File: src/rtl/assert_macros.svh
// assertion macros used by the rtl top level
`ifndef ASSERT_MACROS_SVH
`define ASSERT_MACROS_SVH

// same-cycle implication, checked outside reset
`define ASSERT_IMPLIES(label, clk, rst, cond, expr) \
   label: assert property (@(posedge clk) disable iff (rst) (cond) |-> (expr)) \
      else $error("assertion failed: same-cycle implication");

// next-cycle implication, checked outside reset
`define ASSERT_NEXT(label, clk, rst, cond, expr) \
   label: assert property (@(posedge clk) disable iff (rst) (cond) |=> (expr)) \
      else $error("assertion failed: next-cycle implication");

`endif

File: src/rtl/b64sd_pkg.sv
// types and constants of the base64 stream decoder
`default_nettype none

package b64sd_pkg;

   // status codes reported with the last character
   localparam logic [1:0] STATUS_OK       = 2'd0;
   localparam logic [1:0] STATUS_BAD_CHAR = 2'd1;
   localparam logic [1:0] STATUS_OVERFLOW = 2'd2;

   // character codes of both alphabets
   localparam logic [7:0] CH_UPPER_A  = 8'h41;
   localparam logic [7:0] CH_UPPER_Z  = 8'h5A;
   localparam logic [7:0] CH_LOWER_A  = 8'h61;
   localparam logic [7:0] CH_LOWER_Z  = 8'h7A;
   localparam logic [7:0] CH_DIGIT_0  = 8'h30;
   localparam logic [7:0] CH_DIGIT_9  = 8'h39;
   localparam logic [7:0] CH_PLUS     = 8'h2B;
   localparam logic [7:0] CH_MINUS    = 8'h2D;
   localparam logic [7:0] CH_SLASH    = 8'h2F;
   localparam logic [7:0] CH_UNDER    = 8'h5F;
   localparam logic [7:0] CH_EQUALS   = 8'h3D;
   localparam logic [7:0] CH_CR       = 8'h0D;
   localparam logic [7:0] CH_LF       = 8'h0A;
   localparam logic [7:0] CH_SPACE    = 8'h20;

   // sextet values of the range starts and the two symbols
   localparam logic [5:0] SEXTET_LOWER_BASE = 6'd26;
   localparam logic [5:0] SEXTET_DIGIT_BASE = 6'd52;
   localparam logic [5:0] SEXTET_62         = 6'd62;
   localparam logic [5:0] SEXTET_63         = 6'd63;

   // reset value of the capacity register
   localparam logic [11:0] CAPACITY_RESET = 12'd64;

   // bits that one character adds and one byte takes
   localparam logic [3:0] BITS_PER_CHAR = 4'd6;
   localparam logic [3:0] BITS_PER_BYTE = 4'd8;

   // classification of one input character
   typedef struct packed {
      logic       skip;    // filler character, ignored
      logic       valid;   // member of either alphabet
      logic [5:0] sextet;  // six-bit value when valid
   } char_class_type;

endpackage

`default_nettype wire

File: src/rtl/b64sd_char_decode.sv
// character classifier: maps a raw byte to its six-bit value or a skip flag
`default_nettype none

module b64sd_char_decode
   import b64sd_pkg::*;
(
   input  wire logic [7:0]     char_code,
   output char_class_type      char_class
);

   logic [7:0] offset;

   // range checks and offset into the range
   always_comb begin
      char_class = '0;
      offset     = '0;
      if (char_code == CH_EQUALS || char_code == CH_CR ||
          char_code == CH_LF || char_code == CH_SPACE) begin
         char_class.skip = 1'b1;
      end else if (char_code >= CH_UPPER_A && char_code <= CH_UPPER_Z) begin
         offset            = char_code - CH_UPPER_A;
         char_class.valid  = 1'b1;
         char_class.sextet = offset[5:0];
      end else if (char_code >= CH_LOWER_A && char_code <= CH_LOWER_Z) begin
         offset            = char_code - CH_LOWER_A;
         char_class.valid  = 1'b1;
         char_class.sextet = offset[5:0] + SEXTET_LOWER_BASE;
      end else if (char_code >= CH_DIGIT_0 && char_code <= CH_DIGIT_9) begin
         offset            = char_code - CH_DIGIT_0;
         char_class.valid  = 1'b1;
         char_class.sextet = offset[5:0] + SEXTET_DIGIT_BASE;
      end else if (char_code == CH_PLUS || char_code == CH_MINUS) begin
         char_class.valid  = 1'b1;
         char_class.sextet = SEXTET_62;
      end else if (char_code == CH_SLASH || char_code == CH_UNDER) begin
         char_class.valid  = 1'b1;
         char_class.sextet = SEXTET_63;
      end
   end

endmodule

`default_nettype wire

File: src/rtl/base64_stream_decoder.sv
// top level of the base64 stream decoder
`default_nettype none

// Base64 stream decoder. Takes one character per transfer on req_ (tlast marks
// the final character of a string) and gives decoded bytes on rsp_. Both the
// standard and the url-safe alphabet are accepted; '=', CR, LF and space are
// skipped. A result is sent when a byte is complete or on the last character,
// which also carries the status and the byte count of the string (tlast set);
// tuser flags whether tdata holds a byte. An invalid character or a byte past
// csr_data capacity latches an error and the rest of the string is ignored.
// Throughput is one character per clock unless a result is held by rsp_tready:
// the character goes into an input register, and the decode, the accumulator
// update and the capacity compare are combinational between that register and
// the result register, which drives rsp_tvalid. The capacity register is
// taken at any time and should be written between strings.

`include "assert_macros.svh"

module base64_stream_decoder
   import b64sd_pkg::*;
(
   input  wire logic        clock,
   input  wire logic        reset,

   // configuration write
   input  wire logic        csr_valid,
   output      logic        csr_ready,
   input  wire logic [11:0] csr_data,     // out_capacity

   // character input
   input  wire logic        req_tvalid,
   output      logic        req_tready,
   input  wire logic [7:0]  req_tdata,    // [7:0] char_code
   input  wire logic        req_tlast,    // last_char

   // decoded output
   output      logic        rsp_tvalid,
   input  wire logic        rsp_tready,
   output      logic [23:0] rsp_tdata,    // [7:0] data_byte, [9:8] status,
                                          // [21:10] byte_total, [23:22] zero
   output      logic        rsp_tuser,    // has_byte
   output      logic        rsp_tlast     // done_res
);

   // capacity register
   logic [11:0] capacity_ff;

   // input register
   logic        in_valid_ff, in_valid_in;
   logic [7:0]  in_char_ff;
   logic        in_last_ff;

   // string state
   logic [11:0] acc_ff, acc_in;
   logic [3:0]  pending_ff, pending_in;
   logic [11:0] count_ff, count_in;
   logic [1:0]  err_ff, err_in;

   // result register
   logic        rsp_valid_ff, rsp_valid_in;
   logic        rsp_has_byte_ff;
   logic [7:0]  rsp_byte_ff;
   logic        rsp_done_ff;
   logic [1:0]  rsp_status_ff;
   logic [11:0] rsp_total_ff;

   // datapath signals
   char_class_type char_class;
   logic [11:0]    acc_shift;
   logic [3:0]     pend_sum;
   logic [3:0]     pend_left;
   logic           got_byte;
   logic [7:0]     byte_val;
   logic           gen_result;
   logic           out_free;
   logic           advance;

   // checker terms
   logic           mid_result;
   logic           retire_last;
   logic           state_idle;

   assign csr_ready = 1'b1;

   // capacity register write
   always_ff @(posedge clock) begin
      if (reset) begin
         capacity_ff <= CAPACITY_RESET;
      end else if (csr_valid && csr_ready) begin
         capacity_ff <= csr_data;
      end
   end

   // character classification
   b64sd_char_decode u_char_decode (
      .char_code  (in_char_ff),
      .char_class (char_class)
   );

   // decode step: accumulate, emit a byte, check capacity, flag a bad character
   always_comb begin
      acc_in     = acc_ff;
      pending_in = pending_ff;
      count_in   = count_ff;
      err_in     = err_ff;
      got_byte   = 1'b0;
      byte_val   = '0;
      acc_shift  = {acc_ff[5:0], char_class.sextet};
      pend_sum   = pending_ff + BITS_PER_CHAR;
      pend_left  = pend_sum - BITS_PER_BYTE;
      if (err_ff == STATUS_OK && !char_class.skip) begin
         if (!char_class.valid) begin
            err_in = STATUS_BAD_CHAR;
         end else begin
            acc_in     = acc_shift;
            pending_in = pend_sum;
            if (pend_sum >= BITS_PER_BYTE) begin
               pending_in = pend_left;
               if (count_ff >= capacity_ff) begin
                  err_in = STATUS_OVERFLOW;
               end else begin
                  got_byte = 1'b1;
                  byte_val = 8'(acc_shift >> pend_left);
                  count_in = count_ff + 12'd1;
               end
            end
         end
      end
   end

   // handshake: an item without a result may retire while the output waits
   assign gen_result = got_byte || in_last_ff;
   assign out_free   = !rsp_valid_ff || rsp_tready;
   assign advance    = in_valid_ff && (!gen_result || out_free);
   assign req_tready = !in_valid_ff || advance;

   always_comb begin
      in_valid_in = in_valid_ff;
      if (req_tvalid && req_tready) begin
         in_valid_in = 1'b1;
      end else if (advance) begin
         in_valid_in = 1'b0;
      end
   end

   always_comb begin
      rsp_valid_in = rsp_valid_ff;
      if (advance && gen_result) begin
         rsp_valid_in = 1'b1;
      end else if (rsp_tready) begin
         rsp_valid_in = 1'b0;
      end
   end

   // input register
   always_ff @(posedge clock) begin
      if (reset) begin
         in_valid_ff <= 1'b0;
      end else begin
         in_valid_ff <= in_valid_in;
      end
      if (req_tvalid && req_tready) begin
         in_char_ff <= req_tdata;
         in_last_ff <= req_tlast;
      end
   end

   // string state update
   always_ff @(posedge clock) begin
      if (reset) begin
         acc_ff     <= '0;
         pending_ff <= '0;
         count_ff   <= '0;
         err_ff     <= STATUS_OK;
      end else if (advance) begin
         if (in_last_ff) begin
            acc_ff     <= '0;
            pending_ff <= '0;
            count_ff   <= '0;
            err_ff     <= STATUS_OK;
         end else begin
            acc_ff     <= acc_in;
            pending_ff <= pending_in;
            count_ff   <= count_in;
            err_ff     <= err_in;
         end
      end
   end

   // result register
   always_ff @(posedge clock) begin
      if (reset) begin
         rsp_valid_ff <= 1'b0;
      end else begin
         rsp_valid_ff <= rsp_valid_in;
      end
      if (advance && gen_result) begin
         rsp_has_byte_ff <= got_byte;
         rsp_byte_ff     <= byte_val;
         rsp_done_ff     <= in_last_ff;
         rsp_status_ff   <= in_last_ff ? err_in : STATUS_OK;
         rsp_total_ff    <= in_last_ff ? count_in : 12'd0;
      end
   end

   assign rsp_tvalid = rsp_valid_ff;
   assign rsp_tdata  = {2'b00, rsp_total_ff, rsp_status_ff, rsp_byte_ff};
   assign rsp_tuser  = rsp_has_byte_ff;
   assign rsp_tlast  = rsp_done_ff;

   // terms used by the checks below
   assign mid_result  = rsp_valid_ff && !rsp_done_ff;
   assign retire_last = advance && in_last_ff;
   assign state_idle  = count_ff == 12'd0 && err_ff == STATUS_OK && pending_ff == 4'd0;

   // pending bit count stays even and below one byte
   `ASSERT_IMPLIES(a_pending_range, clock, reset, 1'b1, !pending_ff[0] && pending_ff <= 4'd6)
   // a result that does not end a string always carries a byte
   `ASSERT_IMPLIES(a_mid_has_byte, clock, reset, mid_result, rsp_has_byte_ff)
   // report fields are zero except at the end of a string
   `ASSERT_IMPLIES(a_mid_no_report, clock, reset, mid_result, rsp_status_ff == STATUS_OK)
   `ASSERT_IMPLIES(a_mid_no_total, clock, reset, mid_result, rsp_total_ff == 12'd0)
   // string state is cleared after the last character retires
   `ASSERT_NEXT(a_clear_after_last, clock, reset, retire_last, state_idle)

endmodule

`default_nettype wire
File: config.mk
export PLATFORM = sky130hd
export DESIGN_NAME = base64_stream_decoder
export DESIGN_NICKNAME = d
export VERILOG_FILES = /design/src/rtl/b64sd_pkg.sv /design/src/rtl/b64sd_char_decode.sv /design/src/rtl/base64_stream_decoder.sv
export VERILOG_INCLUDE_DIRS = /design/src /design/src/rtl
export SDC_FILE = /design/constraint.sdc
export NUM_CORES = 1
export LEC_CHECK = 0
export BUFFER_PORTS_ARGS = -buffer_cell sky130_fd_sc_hd__buf_2
export CORE_MARGIN = 3
export CORE_UTILIZATION = 45
export CTS_BUF_LIST = sky130_fd_sc_hd__clkbuf_4 sky130_fd_sc_hd__clkbuf_8
export DETAILED_ROUTE_END_ITERATION = 10
export PLACE_DENSITY = 0.76
export SYNTH_ARGS = -nofsm -noshare
export SYNTH_HDL_FRONTEND = slang
export SYNTH_SLANG_ARGS = --single-unit
export TNS_END_PERCENT = 1
File: constraint.sdc
create_clock -name clock -period 5.45 [get_ports clock]
set_clock_uncertainty 0.2 [all_clocks]
set_input_delay 0.2725 -clock clock [delete_from_list [all_inputs] [get_ports clock]]
set_output_delay 0.2725 -clock clock [all_outputs]
set_load 0.05 [all_outputs]
# After elaboration in Yosys (flattened, before gate mapping)
# Cells that the tools add are included.
[totals]
ff_bits = 71
input_bits = 26
output_inout_bits = 29
elab_cells = 101
[classes]
n_addsub = 8
magnitude_cmp = 8
n_eq_ne = 8
shifts = 1
muxes = 32
bitwise = 3
n_reduce_logical = 27
[op_table]
columns = ["op", "n"]
rows = [
  ["two-way mux 12 bit", 5],
  ["two-way mux 7 bit", 6],
  ["== test 8 x 6 -> 1 bit, second input constant", 5],
  ["two-way mux 6 bit", 3],
  ["== test 8 x 4 -> 1 bit, second input constant", 2],
  ["greater-or-equal comparator 8 x 7 -> 1 bit, second input constant", 2],
  ["less-or-equal comparator 8 x 7 -> 1 bit, second input constant", 2],
  ["two-way mux 4 bit", 4],
  ["adder 12 x 1 -> 12 bit, second input constant", 1],
  ["greater-or-equal comparator 12 bit", 1],
  [">> shifter 12 x 4 -> 8 bit", 1],
  ["subtractor 6 bit, second input constant", 2],
  ["two-way mux 2 bit", 5],
  ["logical OR 1 bit", 9],
  ["two-way mux 1 bit", 9],
  ["== test 8 x 7 -> 1 bit, second input constant", 1],
  ["greater-or-equal comparator 8 x 6 -> 1 bit, second input constant", 1],
  ["less-or-equal comparator 8 x 6 -> 1 bit, second input constant", 1],
  ["nonzero test 2 bit", 4],
  ["logical AND 1 bit", 7],
  ["adder 6 x 5 -> 6 bit, second input constant", 1],
  ["adder 6 bit, second input constant", 1],
  ["subtractor 6 x 1 -> 6 bit, second input constant", 1],
  ["adder 4 x 3 -> 4 bit, second input constant", 1],
  ["other kinds (7)", 12],
]

# Depth between registers and ports, before layout
[depth]
ltp_word = 17
ltp_mapped = 11
depth_no_buf = 10

# Cells and area by module
# From an unflattened synthesis, not the netlist that was laid out.
[hier_totals]
hier_cells = 411
area_unflattened_um2 = 4075.2
[modules_own_cells]
columns = ["mod", "n_inst", "cells_each", "area_per_inst_um2"]
rows = [
  ["base64_stream_decoder", 1, 323, 3409.5],
  ["b64sd_char_decode", 1, 88, 665.6],
]

# Worst setup path after synthesis
# OpenSTA, ideal clock, no wires.
[synth_path]
path_type = "reg-to-reg"
from = "reg in_char_ff[2]"
to = "reg rsp_byte_ff[0] (enable)"
t_arrival_ns = 3.108
t_required_ns = 4.844
slack_ns = 1.736
stages_incl_launch_ff = 9
path_buffers = 0
cell_sequence = "edfxtp_1 inv_1 ha_1 a21o_1 a31oi_1 a21oi_2 a2111oi_4 a21oi_1 nor2_1"
[synth_between]
elab_chain_cells = 15
word_cells_on_any_way = 38
[synth_rtl]
columns = ["item", "line", "text"]
rows = [
  ["start: declaration", "base64_stream_decoder.sv:50", "logic [7:0] in_char_ff;"],
  ["start signal: assignment", "base64_stream_decoder.sv:163", "in_char_ff <= req_tdata;"],
  ["parallel branches: the longest is 9 deep, another holds greater-or-equal comparator 8 x 6 -> 1 bit", "n/a", ""],
  ["two-way mux 1 bit (*)", "base64_stream_decoder.sv:111", "if (err_ff == STATUS_OK && !char_class.skip) begin"],
  ["logical OR 1 bit (*)", "base64_stream_decoder.sv:132", "assign gen_result = got_byte || in_last_ff;"],
  ["logical NOT 1 bit", "base64_stream_decoder.sv:134", "assign advance = in_valid_ff && (!gen_result || out_free);"],
  ["logical OR 1 bit", "base64_stream_decoder.sv:134", ""],
  ["logical AND 1 bit", "base64_stream_decoder.sv:134", ""],
  ["logical AND 1 bit (*)", "base64_stream_decoder.sv:197", "if (advance && gen_result) begin"],
  ["end signal: assignment", "base64_stream_decoder.sv:199", "rsp_byte_ff <= byte_val;"],
  ["end: declaration", "base64_stream_decoder.sv:62", "logic [7:0] rsp_byte_ff;"],
]
# Mark *: on every way between the ends.
# A chain may end at the register's enable or synchronous reset.

# Final worst setup path
[layout_path]
from = "reg in_char_ff[2]"
to = "out req_tready"
[layout_between]
elab_chain_cells = 15
word_cells_on_any_way = 38
[layout_rtl]
columns = ["item", "line", "text"]
rows = [
  ["parallel branches: the longest is 9 deep, another holds greater-or-equal comparator 8 x 6 -> 1 bit", "n/a", ""],
  ["two-way mux 1 bit (*)", "base64_stream_decoder.sv:111", ""],
  ["logical OR 1 bit (*)", "base64_stream_decoder.sv:132", ""],
  ["logical NOT 1 bit (*)", "base64_stream_decoder.sv:134", ""],
  ["logical OR 1 bit (*)", "base64_stream_decoder.sv:134", ""],
  ["logical AND 1 bit (*)", "base64_stream_decoder.sv:134", ""],
  ["logical OR 1 bit (*)", "base64_stream_decoder.sv:135", "assign req_tready = !in_valid_ff || advance;"],
  ["end: declaration", "base64_stream_decoder.sv:32", "output logic req_tready,"],
]
# Marked as above.

==> results.cfg <==
[placed_design]
place_congestion = 0.894
dpl_cell_area_um2 = 4400
io_buffers = 51
dp_hpwl_um = 6830
place_inst = 565
dp_worst_setup_slack_ps = 1540

[timing]
drv_slew = 0
fmax_ghz = 0.241
finalCriticalPeriod_ps = 4150
hold_ws_ps = 8.80
hold_viol = 0
relSlewSlack_pct = 33.7
setup_viol = 0
tns_ps = 0
rsz0062_at_grt = no
setup_ws_ps = 1300
tightest_slew_ps = 990
fin_crit_sh_pct = 76.1

[synthesis]
yosys_warnings = 0
synthTopCellsByArea = edfxtp_1, dfxtp_1, ha_1, mux2i_1, nand2_1
ys_types = 74
yosysSeqAreaShare_pct = 42.3
synth_cells = 423
synthFlopType = dfxtp_1
syn_area_per_cell_um2 = 9.68
synthArstFlopShare_pct = 0
synth_top_area_share_pct = 24.2
synth.cell_area_um2 = 4090
synth-seq-cells = 70
synth_top_area_cell = edfxtp_1
synth_edf_count = 33

[cts]
clockRootBuffer = clkbuf_8
clk_path_buf_depth = 2
hold_buffers = 21
cts_tree = done
postCtsResizedCells = 0
clkTransAtPathRegs_ps = 70
cts_setup_buffers = 0
clk_latency_ps = 340
numCtsBuffers = 9
htree_num_levels = 3
cts.sinks = 70

[final_layout]
n_antenna_cell = 0
most-common-layout-cells = buf_2, dfxtp_1, nand2_1
final_common_cell = buf_2
design_area_um2 = 4850
fin_util_pct = 55.3
synthToLayoutAreaGrowth_pct = 18.4
nets = 540
drive_above_1_share_pct = 17.0
fin_cells = 602

[critical_path]
worst-r2r-setup-slack_ps = 1470
critPathArrivalTime_ps = 3680
cp_max_fo = 14
endpoint_kind = output port
critical_path_class = flop to output port
critPathLaunchType = flop
cp.required_ps = 4980

[grt]
first_global_vias = 3223
grt_pass1_wl_um = 15800
antenna_found_initial = 0
grtUsageTotal_pct = 19.4
grt_max_degree = 25
gr-total-overflow = 0

[power]
irDropWorstVdd_mv = 0.166
leakage_nw = 1.96
design_power_total_mw = 1.24
p_per_area_nw_per_um2 = 255

[job]
cap_violations = 0

[route]
wl_um = 9500
wl_met2_um = 4250
first_iter_violations = 168
viasPerCell = 5.71
wl_met1_um = 4400
top_layer_used = met4
vias = 3440
dr_wl_met3_um = 677
drc_errors = 0
firstDrtPassIters = 5
drtAntennaViolNets = 0
wire_per_inst_um = 15.8

[status]
status = completed

[floorplanning]
dieArea_um2 = 10300
io_pins = 55
die_h_um = 101
core-area_um2 = 8760
die_w_um = 101
placementRows = 34
initial_utilization_pct = 46.7

[hold_path]
hold_path_class = primary input to flop
[critical path: stages (launching register included)]
cell       delay, ps
edfxtp_1         500
inv_1            200
ha_1             250
a21o_1           190
a31oi_1          310
a21oi_2          140
a2111oi_4        890
a21oi_1          300
nand3b_1         300
buf_2            260
[path summary, 6_finish.rpt]
check	startpoint	depth (start not counted)	endpoint
max	in_char_ff[2]	9	req_tready
max reg2reg	in_char_ff[2]	9	pending_ff[1]
min reg2reg	pending_ff[2]	1	pending_ff[2]
min	csr_data[10]	3	capacity_ff[10]
[per-layer routing]
metal,up-vias,global-route usage [%]
met4,0,7.67
li1,1700,-
met1,1593,26.9
met5,-,0
met2,135,29.4
met3,12,4.20
[sequential cells by signal, summed over array words and instances (netlist names)]
name / cells
capacity_ff: 12
count_ff: 12
rsp_total_ff: 12
in_char_ff: 8
rsp_byte_ff: 8
acc_ff: 6
pending_ff: 3
err_ff: 2
rsp_status_ff: 2
in_last_ff: 1
in_valid_ff: 1
rsp_tlast: 1
rsp_tuser: 1
rsp_tvalid: 1
[layout make-up]
class / count / area (um^2)
Fill cell: 775 / 3920
Multi-Input combinational cell: 305 / 2150
Sequential cell: 70 / 1730
Timing Repair Buffer: 74 / 480
Tap cell: 108 / 135
Clock buffer: 9 / 124
Clock inverter: 7 / 113
Inverter: 29 / 109
[where the power goes]
| group | leakage [nW] | switching [mW] | total, mW | internal, mW |
|---|---|---|---|---|
| Sequential | 0.634 | 0.0177 | 0.583 | 0.566 |
| Clock | 0.121 | 0.195 | 0.497 | 0.301 |
| Combinational | 1.20 | 0.0945 | 0.155 | 0.0607 |
[logic make-up after synthesis]
| group | after synthesis | share of synthesized area, % |
|---|---|---|
| buf+inv | 49 | 5.23 |
| mux | 17 | 4.83 |
| simple gates | 134 | 17.0 |
| compound gates | 113 | 20.0 |
| flops | 70 | 42.3 |
| fa+ha+maj | 25 | 7.64 |
| xor+xnor | 13 | 2.78 |
| other cells | 2 | 0.183 |
[cell usage after synthesis, drive strengths merged, types with 4 or more instances]
cell type	number
a211o	5
a211oi	4
a21oi	24
a22o	5
a31oi	11
a41oi	4
and2	14
and3	6
buf	10
clkbuf	10
dfxtp	37
edfxtp	33
ha	25
inv	27
mux2i	13
nand2	35
nand3	13
nand4	8
nor2	29
nor2b	4
nor3	9
o211ai	4
o21a	4
o21ai	19
xnor2	8
xor2	5
Power figures use the tool's default switching activity.
